<file path="config.mk">
export PLATFORM = sky130hd
export DESIGN_NAME = nearest_neighbor_frame_downscaler
export DESIGN_NICKNAME = d
export VERILOG_FILES = /design/src/hdl/nnds_pkg.sv /design/src/hdl/nearest_neighbor_frame_downscaler.sv /design/src/hdl/nnds_div.sv /design/src/hdl/nnds_datapath.sv /design/src/hdl/nnds_ctrl.sv
export SDC_FILE = /design/constraint.sdc
export NUM_CORES = 1
export LEC_CHECK = 0
export BUFFER_PORTS_ARGS = -buffer_cell sky130_fd_sc_hd__buf_2
export CAP_MARGIN = 20
export CORE_MARGIN = 1.5
export CORE_UTILIZATION = 63
export DETAILED_ROUTE_END_ITERATION = 6
export PLACE_DENSITY = 0.79
export SLEW_MARGIN = 20
export SYNTH_ARGS = -nofsm -noshare
export SYNTH_HDL_FRONTEND = slang
export SYNTH_HIERARCHICAL = 1
export SYNTH_SLANG_ARGS = --single-unit
</file>
<file path="constraint.sdc">
create_clock -name clock -period 15.18 [get_ports clock]
set_clock_uncertainty 0.15 [all_clocks]
set_input_delay 0.759 -clock clock [delete_from_list [all_inputs] [get_ports clock]]
set_output_delay 0.759 -clock clock [all_outputs]
set_load 0.02 [all_outputs]
</file>
<file path="src/hdl/nnds_pkg.sv">
// ----------------------------------------------------------------------------
// nnds_pkg
// Shared types and constants of the nearest-neighbor frame downscaler:
// field widths, register indexes and reset values, controller states and
// the command and status groups between controller and datapath.
// ----------------------------------------------------------------------------
package nnds_pkg;

   // Widths fixed by the stream and register formats.
   localparam int PIX_W     = 32;
   localparam int CFG_W     = 14;
   localparam int CSR_IDX_W = 3;

   // Register indexes.
   localparam logic [CSR_IDX_W-1:0] CSR_SRC_WIDTH  = 3'd0;
   localparam logic [CSR_IDX_W-1:0] CSR_SRC_HEIGHT = 3'd1;
   localparam logic [CSR_IDX_W-1:0] CSR_LINE_PITCH = 3'd2;
   localparam logic [CSR_IDX_W-1:0] CSR_OUT_WIDTH  = 3'd3;
   localparam logic [CSR_IDX_W-1:0] CSR_OUT_HEIGHT = 3'd4;

   // Register reset values.
   localparam logic [CFG_W-1:0] RST_SRC_WIDTH  = 14'd1920;
   localparam logic [CFG_W-1:0] RST_SRC_HEIGHT = 14'd1080;
   localparam logic [CFG_W-1:0] RST_LINE_PITCH = 14'd1920;
   localparam logic [CFG_W-1:0] RST_OUT_WIDTH  = 14'd1920;
   localparam logic [CFG_W-1:0] RST_OUT_HEIGHT = 14'd1080;

   // Controller states.
   typedef enum logic [3:0] {
      ST_RUN  = 4'b0001,   // streaming pixels
      ST_DIVC = 4'b0010,   // dividing for the column step
      ST_DIVR = 4'b0100,   // dividing for the row step
      ST_PEND = 4'b1000    // frame-start pixel waits to be processed
   } nnds_state_type;

   // Commands from the controller to the datapath.
   typedef struct packed {
      logic step_live;   // process the pixel on the request channel
      logic step_held;   // process the held frame-start pixel
      logic capture;     // hold a frame-start pixel and clear the counters
      logic div_col;     // start the column step division
      logic div_row;     // start the row step division
      logic load_col;    // store the column step result
      logic load_row;    // store the row step result
   } nnds_cmd_type;

   // Status from the datapath to the controller.
   typedef struct packed {
      logic out_free;    // the result register can take a result this cycle
      logic frame_wrap;  // the next pixel processed closes the source frame
      logic div_done;    // the divider has a result
   } nnds_status_type;

endpackage

</file>
<file path="src/hdl/nearest_neighbor_frame_downscaler.sv">
// ----------------------------------------------------------------------------
// nearest_neighbor_frame_downscaler
// Nearest-neighbor downscaler for a raster stream of 32-bit pixels.
// ----------------------------------------------------------------------------
// Usage:
// The request channel carries the source frame in raster order, line_pitch
// pixels per line, with tuser marking the first pixel of a frame. The
// response channel carries the selected pixels; tlast marks the end of an
// output row and tuser the end of the output frame. Sizes are written on
// the csr port between frames, while no pixel is in flight.
// Ordinary pixels are taken one per cycle while responses are taken; a
// selected pixel shows on the response channel the cycle after it is taken.
// A frame-start pixel, or the source frame closing without one, runs the
// serial divider twice (column step, then row step, one quotient bit a
// cycle). After an unmarked frame close the request channel pauses until
// both divisions are done. A frame-start pixel is held and processed after
// the divisions, with the request channel paused until then, and its
// result then enters the result register. A stalled response holds the
// result register and deasserts req_tready until the result is taken.
// Reset empties the result register, loads the default sizes and steps,
// and clears all counters.
// ----------------------------------------------------------------------------
module nearest_neighbor_frame_downscaler #(
   parameter int MAX_DIM = 8192
) (
   input  logic                             clock,
   input  logic                             reset,
   // Request: tdata = src_pixel[31:0]; tuser = frame_start[0]
   input  logic                             req_tvalid,
   output logic                             req_tready,
   input  logic [nnds_pkg::PIX_W-1:0]       req_tdata,
   input  logic [0:0]                       req_tuser,
   // Response: tdata = out_pixel[31:0]; tlast = row_end; tuser = frame_end[0]
   output logic                             rsp_tvalid,
   input  logic                             rsp_tready,
   output logic [nnds_pkg::PIX_W-1:0]       rsp_tdata,
   output logic                             rsp_tlast,
   output logic [0:0]                       rsp_tuser,
   // Size registers
   input  logic                             csr_we,
   input  logic [nnds_pkg::CSR_IDX_W-1:0]   csr_index,
   input  logic [nnds_pkg::CFG_W-1:0]       csr_wdata
);

   import nnds_pkg::*;

   nnds_cmd_type    cmd;
   nnds_status_type status;

   nnds_ctrl u_ctrl (
      .clock       (clock),
      .reset       (reset),
      .req_tvalid  (req_tvalid),
      .req_tready  (req_tready),
      .frame_start (req_tuser[0]),
      .status      (status),
      .cmd         (cmd)
   );

   nnds_datapath #(
      .MAX_DIM (MAX_DIM)
   ) u_datapath (
      .clock      (clock),
      .reset      (reset),
      .cmd        (cmd),
      .status     (status),
      .req_pixel  (req_tdata),
      .csr_we     (csr_we),
      .csr_index  (csr_index),
      .csr_wdata  (csr_wdata),
      .rsp_tvalid (rsp_tvalid),
      .rsp_tready (rsp_tready),
      .rsp_tdata  (rsp_tdata),
      .rsp_tlast  (rsp_tlast),
      .rsp_tuser  (rsp_tuser)
   );

endmodule

</file>
<file path="src/hdl/nnds_div.sv">
// ----------------------------------------------------------------------------
// nnds_div
// Restoring unsigned divider, one quotient bit per cycle. Gives quotient
// and remainder together with a one-cycle done pulse.
// ----------------------------------------------------------------------------
module nnds_div #(
   parameter int DIM_W = 14
) (
   input  logic             clock,
   input  logic             reset,
   input  logic             start,
   input  logic [DIM_W-1:0] dividend,
   input  logic [DIM_W-1:0] divisor,
   output logic             done,
   output logic [DIM_W-1:0] quot,
   output logic [DIM_W-1:0] rem
);

   localparam int CNT_W = $clog2(DIM_W + 1);

   logic [DIM_W:0]   rem_ff, rem_in;
   logic [DIM_W-1:0] quot_ff, quot_in;
   logic [DIM_W-1:0] den_ff, den_in;
   logic [CNT_W-1:0] cnt_ff, cnt_in;
   logic             busy_ff, busy_in;
   logic             done_ff, done_in;
   logic [DIM_W:0]   shifted;
   logic [DIM_W+1:0] trial;

   // One restoring step: shift in the next dividend bit and try the subtract.
   always_comb begin
      shifted = {rem_ff[DIM_W-1:0], quot_ff[DIM_W-1]};
      trial   = {1'b0, shifted} - {2'b00, den_ff};
      rem_in  = rem_ff;
      quot_in = quot_ff;
      den_in  = den_ff;
      cnt_in  = cnt_ff;
      busy_in = busy_ff;
      done_in = 1'b0;
      if (start) begin
         rem_in  = '0;
         quot_in = dividend;
         den_in  = divisor;
         cnt_in  = CNT_W'(DIM_W);
         busy_in = 1'b1;
      end else if (busy_ff) begin
         if (trial[DIM_W+1]) begin
            rem_in  = shifted;
            quot_in = {quot_ff[DIM_W-2:0], 1'b0};
         end else begin
            rem_in  = trial[DIM_W:0];
            quot_in = {quot_ff[DIM_W-2:0], 1'b1};
         end
         cnt_in = cnt_ff - CNT_W'(1);
         if (cnt_ff == CNT_W'(1)) begin
            busy_in = 1'b0;
            done_in = 1'b1;
         end
      end
   end

   // Control state.
   always_ff @(posedge clock) begin
      if (reset) begin
         busy_ff <= 1'b0;
         done_ff <= 1'b0;
         cnt_ff  <= '0;
      end else begin
         busy_ff <= busy_in;
         done_ff <= done_in;
         cnt_ff  <= cnt_in;
      end
   end

   // Working registers.
   always_ff @(posedge clock) begin
      rem_ff  <= rem_in;
      quot_ff <= quot_in;
      den_ff  <= den_in;
   end

   assign done = done_ff;
   assign quot = quot_ff;
   assign rem  = rem_ff[DIM_W-1:0];

endmodule

</file>
<file path="src/hdl/nnds_datapath.sv">
// ----------------------------------------------------------------------------
// nnds_datapath
// Size registers and their clamping, source and output position counters,
// incremental selection of columns and rows, the step divider and the
// registered result stage.
// ----------------------------------------------------------------------------
module nnds_datapath #(
   parameter int MAX_DIM = 8192
) (
   input  logic                             clock,
   input  logic                             reset,
   input  nnds_pkg::nnds_cmd_type           cmd,
   output nnds_pkg::nnds_status_type        status,
   input  logic [nnds_pkg::PIX_W-1:0]       req_pixel,
   input  logic                             csr_we,
   input  logic [nnds_pkg::CSR_IDX_W-1:0]   csr_index,
   input  logic [nnds_pkg::CFG_W-1:0]       csr_wdata,
   output logic                             rsp_tvalid,
   input  logic                             rsp_tready,
   output logic [nnds_pkg::PIX_W-1:0]       rsp_tdata,
   output logic                             rsp_tlast,
   output logic [0:0]                       rsp_tuser
);

   import nnds_pkg::*;

   localparam int DIM_W = $clog2(MAX_DIM + 1);
   localparam int CNT_W = $clog2(MAX_DIM);
   localparam int CMP_W = DIM_W + 1;
   localparam int SAT_W = DIM_W + 3;
   localparam int EXT_W = (DIM_W > CFG_W) ? DIM_W : CFG_W;
   localparam logic [EXT_W-1:0] MAX_EXT = EXT_W'(MAX_DIM);
   localparam logic [EXT_W-1:0] ONE_EXT = EXT_W'(1);
   localparam logic [SAT_W-1:0] SAT_MAX = SAT_W'(4 * MAX_DIM);

   // Size registers.
   logic [CFG_W-1:0] src_width_ff, src_height_ff, line_pitch_ff;
   logic [CFG_W-1:0] out_width_ff, out_height_ff;

   // Clamped sizes.
   logic [EXT_W-1:0] sw_x, sh_x, pitch_x, ow_x, oh_x;
   logic [DIM_W-1:0] sw_eff, sh_eff, pitch_eff, ow_eff, oh_eff;

   // Position counters and selection trackers.
   logic [CNT_W-1:0] src_col_ff, src_col_in, src_row_ff, src_row_in;
   logic [CNT_W-1:0] out_col_ff, out_col_in, out_row_ff, out_row_in;
   logic [SAT_W-1:0] next_sel_col_ff, next_sel_col_in, col_rem_ff, col_rem_in;
   logic [SAT_W-1:0] next_sel_row_ff, next_sel_row_in, row_rem_ff, row_rem_in;
   logic [DIM_W-1:0] col_step_whole_ff, col_step_frac_ff;
   logic [DIM_W-1:0] row_step_whole_ff, row_step_frac_ff;

   // Held frame-start pixel and the row operands taken with it.
   logic [PIX_W-1:0] held_pix_ff;
   logic [DIM_W-1:0] snap_sh_ff, snap_oh_ff;

   // Result register.
   logic             rsp_valid_ff, rsp_valid_in;
   logic [PIX_W-1:0] rsp_pix_ff;
   logic             rsp_last_ff, rsp_fend_ff;

   // Divider connections.
   logic             div_start, div_done;
   logic [DIM_W-1:0] div_dividend, div_divisor, div_quot, div_rem;

   // Step decode.
   logic             step, row_sel, sel, row_end, frame_end, line_end, last_row;
   logic [PIX_W-1:0] pix;

   function automatic logic [EXT_W-1:0] clamp_dim(input logic [EXT_W-1:0] v,
                                                  input logic [EXT_W-1:0] lo,
                                                  input logic [EXT_W-1:0] hi);
      logic [EXT_W-1:0] r;
      r = v;
      if (v < lo) r = lo;
      else if (v > hi) r = hi;
      return r;
   endfunction

   // Moves a selection point by the whole step and carries the remainder.
   function automatic logic [2*SAT_W-1:0] advance(input logic [SAT_W-1:0] nxt,
                                                  input logic [SAT_W-1:0] rmd,
                                                  input logic [DIM_W-1:0] whole,
                                                  input logic [DIM_W-1:0] frac,
                                                  input logic [DIM_W-1:0] den);
      logic [SAT_W-1:0] n;
      logic [SAT_W-1:0] r;
      n = nxt + SAT_W'(whole);
      r = rmd + SAT_W'(frac);
      if (r >= SAT_W'(den)) begin
         r = r - SAT_W'(den);
         n = n + SAT_W'(1);
      end
      if (n > SAT_MAX) n = SAT_MAX;
      if (r > SAT_MAX) r = SAT_MAX;
      return {n, r};
   endfunction

   // Size registers take writes at any time.
   always_ff @(posedge clock) begin
      if (reset) begin
         src_width_ff  <= RST_SRC_WIDTH;
         src_height_ff <= RST_SRC_HEIGHT;
         line_pitch_ff <= RST_LINE_PITCH;
         out_width_ff  <= RST_OUT_WIDTH;
         out_height_ff <= RST_OUT_HEIGHT;
      end else if (csr_we) begin
         case (csr_index)
            CSR_SRC_WIDTH:  src_width_ff  <= csr_wdata;
            CSR_SRC_HEIGHT: src_height_ff <= csr_wdata;
            CSR_LINE_PITCH: line_pitch_ff <= csr_wdata;
            CSR_OUT_WIDTH:  out_width_ff  <= csr_wdata;
            CSR_OUT_HEIGHT: out_height_ff <= csr_wdata;
            default: ;
         endcase
      end
   end

   // Clamp the sizes: source to 1..MAX_DIM, pitch to at least the width,
   // output to at most the source.
   always_comb begin
      sw_x      = clamp_dim(EXT_W'(src_width_ff), ONE_EXT, MAX_EXT);
      sh_x      = clamp_dim(EXT_W'(src_height_ff), ONE_EXT, MAX_EXT);
      pitch_x   = clamp_dim(EXT_W'(line_pitch_ff), sw_x, MAX_EXT);
      ow_x      = clamp_dim(EXT_W'(out_width_ff), ONE_EXT, sw_x);
      oh_x      = clamp_dim(EXT_W'(out_height_ff), ONE_EXT, sh_x);
      sw_eff    = DIM_W'(sw_x);
      sh_eff    = DIM_W'(sh_x);
      pitch_eff = DIM_W'(pitch_x);
      ow_eff    = DIM_W'(ow_x);
      oh_eff    = DIM_W'(oh_x);
   end

   // Step divider, shared by the column and row divisions.
   assign div_start    = cmd.div_col || cmd.div_row;
   assign div_dividend = cmd.div_row ? snap_sh_ff : sw_eff;
   assign div_divisor  = cmd.div_row ? snap_oh_ff : ow_eff;

   nnds_div #(
      .DIM_W (DIM_W)
   ) u_div (
      .clock    (clock),
      .reset    (reset),
      .start    (div_start),
      .dividend (div_dividend),
      .divisor  (div_divisor),
      .done     (div_done),
      .quot     (div_quot),
      .rem      (div_rem)
   );

   // Selection and position decode for the pixel being processed.
   always_comb begin
      step      = cmd.step_live || cmd.step_held;
      pix       = cmd.step_held ? held_pix_ff : req_pixel;
      row_sel   = SAT_W'(src_row_ff) == next_sel_row_ff;
      sel       = row_sel && (SAT_W'(src_col_ff) == next_sel_col_ff)
                  && (CMP_W'(src_col_ff) < CMP_W'(sw_eff));
      row_end   = (CMP_W'(out_col_ff) + CMP_W'(1)) >= CMP_W'(ow_eff);
      frame_end = row_end && ((CMP_W'(out_row_ff) + CMP_W'(1)) >= CMP_W'(oh_eff));
      line_end  = (CMP_W'(src_col_ff) + CMP_W'(1)) >= CMP_W'(pitch_eff);
      last_row  = (CMP_W'(src_row_ff) + CMP_W'(1)) >= CMP_W'(sh_eff);
   end

   // Counter updates.
   always_comb begin
      src_col_in      = src_col_ff;
      src_row_in      = src_row_ff;
      out_col_in      = out_col_ff;
      out_row_in      = out_row_ff;
      next_sel_col_in = next_sel_col_ff;
      col_rem_in      = col_rem_ff;
      next_sel_row_in = next_sel_row_ff;
      row_rem_in      = row_rem_ff;
      if (cmd.capture) begin
         src_col_in      = '0;
         src_row_in      = '0;
         out_col_in      = '0;
         out_row_in      = '0;
         next_sel_col_in = '0;
         col_rem_in      = '0;
         next_sel_row_in = '0;
         row_rem_in      = '0;
      end else if (step) begin
         if (sel) begin
            out_col_in = row_end ? '0 : CNT_W'(CMP_W'(out_col_ff) + CMP_W'(1));
            {next_sel_col_in, col_rem_in} = advance(next_sel_col_ff, col_rem_ff,
                                                    col_step_whole_ff,
                                                    col_step_frac_ff, ow_eff);
         end
         if (line_end) begin
            src_col_in      = '0;
            out_col_in      = '0;
            next_sel_col_in = '0;
            col_rem_in      = '0;
            if (row_sel) begin
               if ((CMP_W'(out_row_ff) + CMP_W'(1)) >= CMP_W'(oh_eff)) begin
                  out_row_in = '0;
               end else begin
                  out_row_in = CNT_W'(CMP_W'(out_row_ff) + CMP_W'(1));
               end
               {next_sel_row_in, row_rem_in} = advance(next_sel_row_ff, row_rem_ff,
                                                       row_step_whole_ff,
                                                       row_step_frac_ff, oh_eff);
            end
            if (last_row) begin
               // End of the source frame: start over at the top.
               src_row_in      = '0;
               out_row_in      = '0;
               next_sel_row_in = '0;
               row_rem_in      = '0;
            end else begin
               src_row_in = CNT_W'(CMP_W'(src_row_ff) + CMP_W'(1));
            end
         end else begin
            src_col_in = CNT_W'(CMP_W'(src_col_ff) + CMP_W'(1));
         end
      end
   end

   always_ff @(posedge clock) begin
      if (reset) begin
         src_col_ff        <= '0;
         src_row_ff        <= '0;
         out_col_ff        <= '0;
         out_row_ff        <= '0;
         next_sel_col_ff   <= '0;
         col_rem_ff        <= '0;
         next_sel_row_ff   <= '0;
         row_rem_ff        <= '0;
         col_step_whole_ff <= DIM_W'(1);
         col_step_frac_ff  <= '0;
         row_step_whole_ff <= DIM_W'(1);
         row_step_frac_ff  <= '0;
      end else begin
         src_col_ff      <= src_col_in;
         src_row_ff      <= src_row_in;
         out_col_ff      <= out_col_in;
         out_row_ff      <= out_row_in;
         next_sel_col_ff <= next_sel_col_in;
         col_rem_ff      <= col_rem_in;
         next_sel_row_ff <= next_sel_row_in;
         row_rem_ff      <= row_rem_in;
         if (cmd.load_col) begin
            col_step_whole_ff <= div_quot;
            col_step_frac_ff  <= div_rem;
         end
         if (cmd.load_row) begin
            row_step_whole_ff <= div_quot;
            row_step_frac_ff  <= div_rem;
         end
      end
   end

   // Held pixel and row operands for the second division.
   always_ff @(posedge clock) begin
      if (cmd.capture) begin
         held_pix_ff <= req_pixel;
      end
      if (cmd.div_col) begin
         snap_sh_ff <= sh_eff;
         snap_oh_ff <= oh_eff;
      end
   end

   // Result register: loads a selected pixel, empties when taken.
   always_comb begin
      rsp_valid_in = rsp_valid_ff;
      if (step && sel) begin
         rsp_valid_in = 1'b1;
      end else if (rsp_tready) begin
         rsp_valid_in = 1'b0;
      end
   end

   always_ff @(posedge clock) begin
      if (reset) begin
         rsp_valid_ff <= 1'b0;
      end else begin
         rsp_valid_ff <= rsp_valid_in;
      end
   end

   always_ff @(posedge clock) begin
      if (step && sel) begin
         rsp_pix_ff  <= pix;
         rsp_last_ff <= row_end;
         rsp_fend_ff <= frame_end;
      end
   end

   assign status.out_free   = !rsp_valid_ff || rsp_tready;
   assign status.frame_wrap = line_end && last_row;
   assign status.div_done   = div_done;

   assign rsp_tvalid   = rsp_valid_ff;
   assign rsp_tdata    = rsp_pix_ff;
   assign rsp_tlast    = rsp_last_ff;
   assign rsp_tuser[0] = rsp_fend_ff;

endmodule

</file>
<file path="src/hdl/nnds_ctrl.sv">
// ----------------------------------------------------------------------------
// nnds_ctrl
// Controller: takes pixels while streaming, holds a frame-start pixel while
// the column and row steps are divided out, and recomputes the steps when
// a source frame closes without a frame-start mark.
// ----------------------------------------------------------------------------
module nnds_ctrl (
   input  logic                       clock,
   input  logic                       reset,
   input  logic                       req_tvalid,
   output logic                       req_tready,
   input  logic                       frame_start,
   input  nnds_pkg::nnds_status_type  status,
   output nnds_pkg::nnds_cmd_type     cmd
);

   import nnds_pkg::*;

   nnds_state_type state_ff, state_in;
   logic           pend_ff, pend_in;

   always_comb begin
      cmd        = '0;
      state_in   = state_ff;
      pend_in    = pend_ff;
      req_tready = 1'b0;
      case (state_ff)
         ST_RUN: begin
            req_tready = status.out_free;
            if (req_tvalid && status.out_free) begin
               if (frame_start) begin
                  // Hold the pixel until the new steps are known.
                  cmd.capture = 1'b1;
                  cmd.div_col = 1'b1;
                  pend_in     = 1'b1;
                  state_in    = ST_DIVC;
               end else begin
                  cmd.step_live = 1'b1;
                  if (status.frame_wrap) begin
                     cmd.div_col = 1'b1;
                     pend_in     = 1'b0;
                     state_in    = ST_DIVC;
                  end
               end
            end
         end
         ST_DIVC: begin
            if (status.div_done) begin
               cmd.load_col = 1'b1;
               cmd.div_row  = 1'b1;
               state_in     = ST_DIVR;
            end
         end
         ST_DIVR: begin
            if (status.div_done) begin
               cmd.load_row = 1'b1;
               state_in     = pend_ff ? ST_PEND : ST_RUN;
            end
         end
         ST_PEND: begin
            if (status.out_free) begin
               cmd.step_held = 1'b1;
               pend_in       = 1'b0;
               // A one-pixel frame closes on its own first pixel.
               if (status.frame_wrap) begin
                  cmd.div_col = 1'b1;
                  state_in    = ST_DIVC;
               end else begin
                  state_in = ST_RUN;
               end
            end
         end
         default: begin
            state_in = ST_RUN;
            pend_in  = 1'b0;
         end
      endcase
   end

   always_ff @(posedge clock) begin
      if (reset) begin
         state_ff <= ST_RUN;
         pend_ff  <= 1'b0;
      end else begin
         state_ff <= state_in;
         pend_ff  <= pend_in;
      end
   end

endmodule

</file>
==> flow_summary.yaml, run 1 <==
timing:
  fin_crit_sh: 0.553
  fmax_mhz: 119
  timing.hold.ws_ns: 0.241
  slew_viol_final: 0
  slew_headroom: 0.205
  period_needed_ns: 8.39
  setup_viol: 0
  final_hold_viol_count: 0
  worst_slew_pin_slew_ns: 1.18
  setup_tns_ns: 0
  rsz0062_at_grt: "no"
cells_and_area:
  postLayoutCoreUtil: 0.697
  layout.cells.non_filler: 3460
  nFillCells: 3083
  nets: 3179
  syn_to_final_growth_pct: 8.81
  drive_above_1_share: 0.103
  diodes: 0
global_route:
  antenna_found_initial: 0
  overflow: 0
  grt_pass1_wl_um: 113000
  grt_usage: 0.338
  grt_max_degree: 84
  grt_pass1_vias: 20900
synthesis:
  yosysSeqAreaShare: 0.356
  syn_area_um2: 25600
  synth.avg_cell_area_um2: 8.93
  ys_types: 102
  synth_nets: 3141
  synth_edf_count: 122
  ys.warnings.count: 6
  synth_ff_type: "dfxtp_1"
  synth_async_sr_flop_share: 0
  synth_seq_cells: 394
  syn_inst: 2864
clocking:
  insertion_delay_ns: 0.57
  postCtsSetupBuffers: 0
  cts.sinks: 394
  ctsRootBufferMaster: "clkbuf_16"
  post_cts_resize_count: 0
  numCtsBuffers: 43
  cts_hold_buf: 0
  clkTransAtPathRegs_ns: 0.06
  tritoncts: "yes"
  cts.path.max_buffers: 3
  htreeDepth: 2
routing:
  drcViolationCount: 0
  routedWlPerCell_um: 20.5
  postRouteAntennaNets: 0
  drtPass1Iterations: 5
  routed_wirelength_um: 71000
  viasPerCell: 6.40
  first_iter_violations: 2190
  num_vias: 22200
place:
  dp.cells: 3382
  gp_congestion: 0.936
  io_buffers: 90
  dpl.hpwl_um: 52700
worst_setup_path:
  end_kind: "flop"
  cp.arrival_ns: 8.44
  r2r_start: "u_datapath/src_width_ff[13]"
  cp_slowest_stage_delay_ns: 0.78
  cp-start-kind: "flop"
  crit_fanout: 50
  r2r_end: "u_datapath/u_div/quot[2]"
  required_ns: 15.23
  critPathKind: "reg -> reg"
  cpMostUsedCell: "buf_4"
  regToRegSetupSlack_ns: 6.79
  reg2reg_depth: 30
  cp_slowest_cell: "dfxtp_1"
die:
  fp.dieArea_um2: 41800
  io_pins: 91
  core_um2: 39900
  die_h_um: 204
  row_count: 73
  die_w_um: 204
  start_util: 0.641
worst_hold_path:
  hold_path_depth: 1
  min-delay-path-class: "in -> reg"
  min-delay-start: "req_tdata[10]"
  worst_hold_path.endpoint: "u_datapath/held_pix_ff[10]"
run:
  maxCapViolations: 0
pwr:
  power.total_mw: 2.69
  worst_ir_drop_vdd_v: 0.0000824
  power_per_cell_area_nw_per_um2: 96.7
  leakagePower_nw: 11.7
status:
  outcome: "finished, final reports clean"
cell usage after synthesis (all sizes together) (10+ instances only):
library cell | instances | area, um^2
o21bai | 11 | 82.6
a22oi | 26 | 200
nand3 | 45 | 225
nand2 | 343 | 1290
a21o | 62 | 465
nor4 | 36 | 246
nor3 | 41 | 215
a31oi | 13 | 81.3
dfxtp | 272 | 5450
nor3b | 20 | 161
nand2b | 22 | 138
edfxtp | 122 | 3660
inv | 87 | 327
nor2 | 233 | 875
buf | 19 | 103
nand4 | 40 | 256
nand3b | 47 | 353
and2 | 17 | 108
mux2i | 122 | 1220
xnor2 | 95 | 832
a2111oi | 10 | 113
a211oi | 16 | 130
clkbuf | 101 | 379
o211ai | 17 | 133
or2 | 34 | 213
o31ai | 30 | 239
or3 | 10 | 62.6
nor2b | 56 | 353
ha | 215 | 2690
and3 | 56 | 350
xor2 | 82 | 726
mux2 | 50 | 567
o21ai | 147 | 743
o21a | 38 | 285
a21oi | 193 | 966
report_power, final:
| group | leakage [nW] | internal, mW | total [mW] | switching (mW) |
|---|---|---|---|---|
| Sequential | 3.31 | 1.14 | 1.20 | 0.0606 |
| Clock | 0.699 | 0.618 | 1.06 | 0.446 |
| Combinational | 7.67 | 0.165 | 0.425 | 0.260 |
| Total | 11.7 | 1.92 | 2.69 | 0.767 |
placed cells by master (no fill, tap or decap), drive strengths merged, types with 62 or more instances in the layout:
cell | synthesis | final
xor2 | 82 | 82
mux2i | 122 | 122
nand2 | 343 | 343
o21ai | 147 | 147
dfxtp | 272 | 272
a21oi | 193 | 193
a21o | 62 | 62
edfxtp | 122 | 122
nor2 | 233 | 233
xnor2 | 95 | 95
ha | 215 | 215
inv | 87 | 90
buf | 19 | 113
through the flow:
stage,setup slack [ns],cell area (um^2)
3_5_place_dp,7.03,26400
4_1_cts,6.95,27800
2_1_floorplan,7.40,25600
5_1_grt,6.30,27800
6_report,6.79,27800
3_3_place_gp,7.22,26400
metal layers:
layer  share of wire  vias up  track usage
met5               0        -            0
li1                -    10500            -
met1            0.43    10700        0.456
met3           0.070      151       0.0418
met4           0.038        0        0.133
met2            0.46      860        0.553
critical path, delay by kind of cell (launching register included):
family / cells / cell delay [ns]
buffers and inverters: 5 / 1.91
multiplexers: 2 / 0.66
flip-flops: 1 / 0.78
AO/OA/AOI/OAI: 14 / 2.71
AND/OR/NAND/NOR: 7 / 1.28
adder cells (fa/ha/maj): 2 / 0.49
final cells by class:
cell class	instances	area [um^2]	share of cell area
inverter	87	327	0.0117
timing repair buffer	113	626	0.0225
multi-input combinational	2263	15700	0.564
tap	525	657	0.0236
clock buffer	56	1210	0.0435
sequential	394	9110	0.327
clock inverter	22	215	0.00773
worst max-delay path by stage:
stage                     cells past startpoint  slack [ns]                         to                   startpoint
after floorplan                              32        7.40   u_datapath/u_div/quot[0]  u_datapath/src_width_ff[13]
after global placement                       30        7.22   u_datapath/u_div/quot[1]  u_datapath/src_width_ff[13]
after detailed placement                     30        7.03  u_datapath/u_div/quot[10]  u_datapath/src_width_ff[13]
after CTS                                    30        6.95   u_datapath/u_div/quot[7]  u_datapath/src_width_ff[13]
after global routing                         30        6.30   u_datapath/u_div/quot[7]  u_datapath/src_width_ff[13]
final                                        30        6.79   u_datapath/u_div/quot[2]  u_datapath/src_width_ff[13]
state kept, by name, indices dropped and copies added (netlist names), 14 cells and up:
| register | cells |
|---|---|
| u_datapath/col_step_frac_ff | 14 |
| u_datapath/line_pitch_ff | 14 |
| u_datapath/row_step_frac_ff | 14 |
| u_datapath/col_rem_ff | 17 |
| u_datapath/u_div/den_ff | 14 |
| u_datapath/col_step_whole_ff | 14 |
| u_datapath/out_height_ff | 14 |
| u_datapath/held_pix_ff | 32 |
| u_datapath/snap_oh_ff | 14 |
| u_datapath/next_sel_col_ff | 17 |
| u_datapath/row_step_whole_ff | 14 |
| u_datapath/src_height_ff | 14 |
| u_datapath/u_div/quot | 14 |
| u_datapath/rsp_tdata | 32 |
| u_datapath/u_div/rem_ff | 14 |
| u_datapath/out_width_ff | 14 |
| u_datapath/next_sel_row_ff | 17 |
| u_datapath/src_width_ff | 14 |
| u_datapath/snap_sh_ff | 14 |
| u_datapath/row_rem_ff | 17 |
logic make-up (layout without fill, tap and decap cells):
| logic type | after synthesis | after routing | synth area share |
|---|---|---|---|
| AO/OA/AOI/OAI | 664 | 664 | 0.171 |
| XOR/XNOR | 177 | 177 | 0.0609 |
| adder cells (fa/ha/maj) | 222 | 222 | 0.111 |
| buffers and inverters | 207 | 278 | 0.0316 |
| flip-flops | 394 | 394 | 0.356 |
| multiplexers | 172 | 172 | 0.0699 |
| AND/OR/NAND/NOR | 1028 | 1028 | 0.200 |
No activity file was read; power rests on OpenSTA's default activity.
==> run 2: changes to the inputs <==
--- a/config.mk
+++ b/config.mk
@@ -5,12 +5,13 @@
 export SDC_FILE = /design/constraint.sdc
 export NUM_CORES = 1
 export LEC_CHECK = 0
+export ABC_AREA = 1
 export BUFFER_PORTS_ARGS = -buffer_cell sky130_fd_sc_hd__buf_2
 export CAP_MARGIN = 20
 export CORE_MARGIN = 1.5
-export CORE_UTILIZATION = 63
+export CORE_UTILIZATION = 58
 export DETAILED_ROUTE_END_ITERATION = 6
-export PLACE_DENSITY = 0.79
+export PLACE_DENSITY = 0.76
 export SLEW_MARGIN = 20
 export SYNTH_ARGS = -nofsm -noshare
 export SYNTH_HDL_FRONTEND = slang
==> constraint.sdc (replaced) <==
create_clock -name clock -period 7.47 [get_ports clock]
set_clock_uncertainty 0.15 [all_clocks]
set_input_delay 0.3735 -clock clock [delete_from_list [all_inputs] [get_ports clock]]
set_output_delay 0.3735 -clock clock [all_outputs]
set_load 0.02 [all_outputs]
==> run 2 against run 1 <==
  * Critical path depth decreased by 4
  * Clock-buffer cell count unchanged
  * Critical path type unchanged
  * Synthesized area rose by 6.2%
  * Design area increased by 8.2%
  * Non-clock buffer count up 58
  * Sequential power rose by 120%
  * Highest routed layer unchanged
  * Largest power group unchanged
  * The flow now finishes with violations (DRC)
  * Die area up 15%
  * Combinational power rose to 4.3 times the previous value
==> flow_summary.yaml, run 2 <==
status:
  outcome: "complete, but fails checks"
  violations: "DRC"
synthesis:
  synth_nets: 4193
  yosysSeqAreaShare: 0.335
  ys_top_cells_by_count: "nand2_1, nor2_1, inv_1"
  synth.most_common_cell: "nand2_1"
  ys_types: 59
  synth_top_area_frac: 0.201
  netlist_top_cells_area: "dfxtp_1, nand2_1, edfxtp_1"
  syn_area_um2: 27200
  syn_inst: 3916
  synth_edf_count: 122
  synth_seq_cells: 394
  synth.avg_cell_area_um2: 6.93
  synth_async_sr_flop_share: 0
  synth_top_cell_by_area: "dfxtp_1"
  synth_ff_type: "dfxtp_1"
  ys.warnings.count: 6
routing:
  drcViolationCount: 1
  postRouteAntennaNets: 0
  drtPass1Iterations: 7
  num_vias: 25700
  routedWlPerCell_um: 16.3
  viasPerCell: 5.52
  routed_wirelength_um: 76100
  first_iter_violations: 2200
worst_setup_path:
  crit_fanout: 26
  critPathLaunch: "u_datapath/src_width_ff[2]"
  cp_slowest_cell: "a2111oi_0"
  required_ns: 7.80
  cp.arrival_ns: 7.15
  end_kind: "flop"
  r2r_start: "u_datapath/src_width_ff[2]"
  critPathKind: "reg -> reg"
  cp_slowest_stage_delay_ns: 0.61
  cpMostUsedCell: "nand2_1"
  path_buf_inv: 4
  cp-start-kind: "flop"
  crit_family: "simple AND/OR/NAND/NOR gates"
cells_and_area:
  layout_common_cells: "nand2_1, nor2_1, inv_1, dfxtp_1, a21oi_1"
  syn_to_final_growth_pct: 10.9
  diodes: 0
  final_common_cell: "nand2_1"
  layout.cells.non_filler: 4658
  fin_area_um2: 30100
  nets: 4295
  drive_above_1_share: 0.0765
timing:
  setup_slack_ns: 0.645
  period_needed_ns: 6.83
  fin_crit_sh: 0.914
  final_hold_viol_count: 0
  slew_viol_final: 0
  fmax_mhz: 147
  slew_headroom: 0.330
  timing.hold.ws_ns: 0.0295
  setup_viol: 0
  worst_slew_pin_slew_ns: 1.00
global_route:
  grt_pass1_vias: 23500
  antenna_found_initial: 0
  grt_max_degree: 99
  overflow: 0
  grt_usage: 0.313
  grt_pass1_wl_um: 121000
worst_hold_path:
  min-delay-start: "csr_wdata[3]"
  min-delay-path-class: "in -> reg"
clocking:
  insertion_delay_ns: 0.57
  cts.sinks: 394
  clkTransAtPathRegs_ns: 0.06
  tritoncts: "yes"
  ctsRootBufferMaster: "clkbuf_16"
  htreeDepth: 2
  cts.path.max_buffers: 3
  numCtsBuffers: 43
place:
  place_area_um2: 28100
  dpl.hpwl_um: 56300
  gp_congestion: 0.952
  pre_cts_slack_ns: 0.436
  dp.cells: 4534
  io_buffers: 90
die:
  io_pins: 91
  die_w_um: 219
  fp.dieArea_um2: 48100
  core_um2: 46400
  die_h_um: 219
  row_count: 79
  start_util: 0.586
run:
  maxCapViolations: 0
pwr:
  worst_ir_drop_vdd_v: 0.000250
  power.total_mw: 6.65
  leakagePower_nw: 14.5
  power_per_cell_area_nw_per_um2: 221
run 2: changes by cell type in the layout (fill, tap and decap cells not counted), sizes merged, moves of 56 or more:
cell,delta
mux2i,-122
nor2b,-56
inv,+388
o21ai,+64
nor2,+247
nand3,+186
a21oi,+64
nand2,+741
run 2: worst paths after layout:
| path | to | slack (ns) | depth (start not counted) |
|---|---|---|---|
| worst max-delay path | u_datapath/out_row_ff[8] | 0.64 | 26 |
| worst min-delay path | u_datapath/out_height_ff[3] | 0.03 | 3 |
| worst max register to register | u_datapath/out_row_ff[8] | 0.64 | 26 |
| worst min register to register | u_datapath/col_rem_ff[16] | 0.31 | 2 |
run 2: power breakdown:
group | internal, mW | total, mW | switching [mW]
Sequential | 2.44 | 2.60 | 0.160
Clock | 1.35 | 2.24 | 0.890
Combinational | 0.583 | 1.81 | 1.23
run 2: kinds of logic after synthesis:
logic type | Yosys count | synth area share
compound gates | 546 | 0.109
xor+xnor | 126 | 0.0406
fa+ha+maj | 222 | 0.104
buf+inv | 595 | 0.0856
flops | 394 | 0.335
mux | 33 | 0.0137
simple gates | 2000 | 0.312
run 2: tightest hold or removal path: stages:
cell and delay [ns]:
buf_2 0.17, nand2_1 0.10, nand3_1 0.06
run 2: layout make-up:
cell class                      count  area (um^2)
Multi-Input combinational cell   2927        15800
Timing Repair Buffer              171         1170
Tap cell                          607          759
Clock buffer                       56         1170
Fill cell                        4140        16300
Sequential cell                   394         9110
Clock inverter                     22          294
Inverter                          481         1810
run 2: what timing repair did:
| action | in CTS | in global routing |
|---|---|---|
| hold buffers | 45 | 0 |
| setup buffers | 0 | 1 |
| setup endpoints to repair | 0 | 34 |
| gates resized for setup | 0 | 7 |
| endpoints found under the hold margin | 100 | 0 |
run 2: per-layer routing:
| metal | routed length (um) | GRT usage | share of wire | vias up |
|---|---|---|---|---|
| li1 | - | - | - | 13000 |
| met1 | 34000 | 0.422 | 0.45 | 11700 |
| met2 | 34700 | 0.515 | 0.46 | 812 |
| met3 | 4930 | 0.0392 | 0.065 | 142 |
| met4 | 2400 | 0.110 | 0.032 | 0 |
| met5 | 0 | 0 | 0 | - |
run 2: through the flow:
stage	setup TNS, ns	utilization
5_1_grt	-0.242	0.649
3_5_place_dp	0	0.607
4_1_cts	0	0.649
2_1_floorplan	0	-
6_report	0	0.649
3_3_place_gp	0	0.607
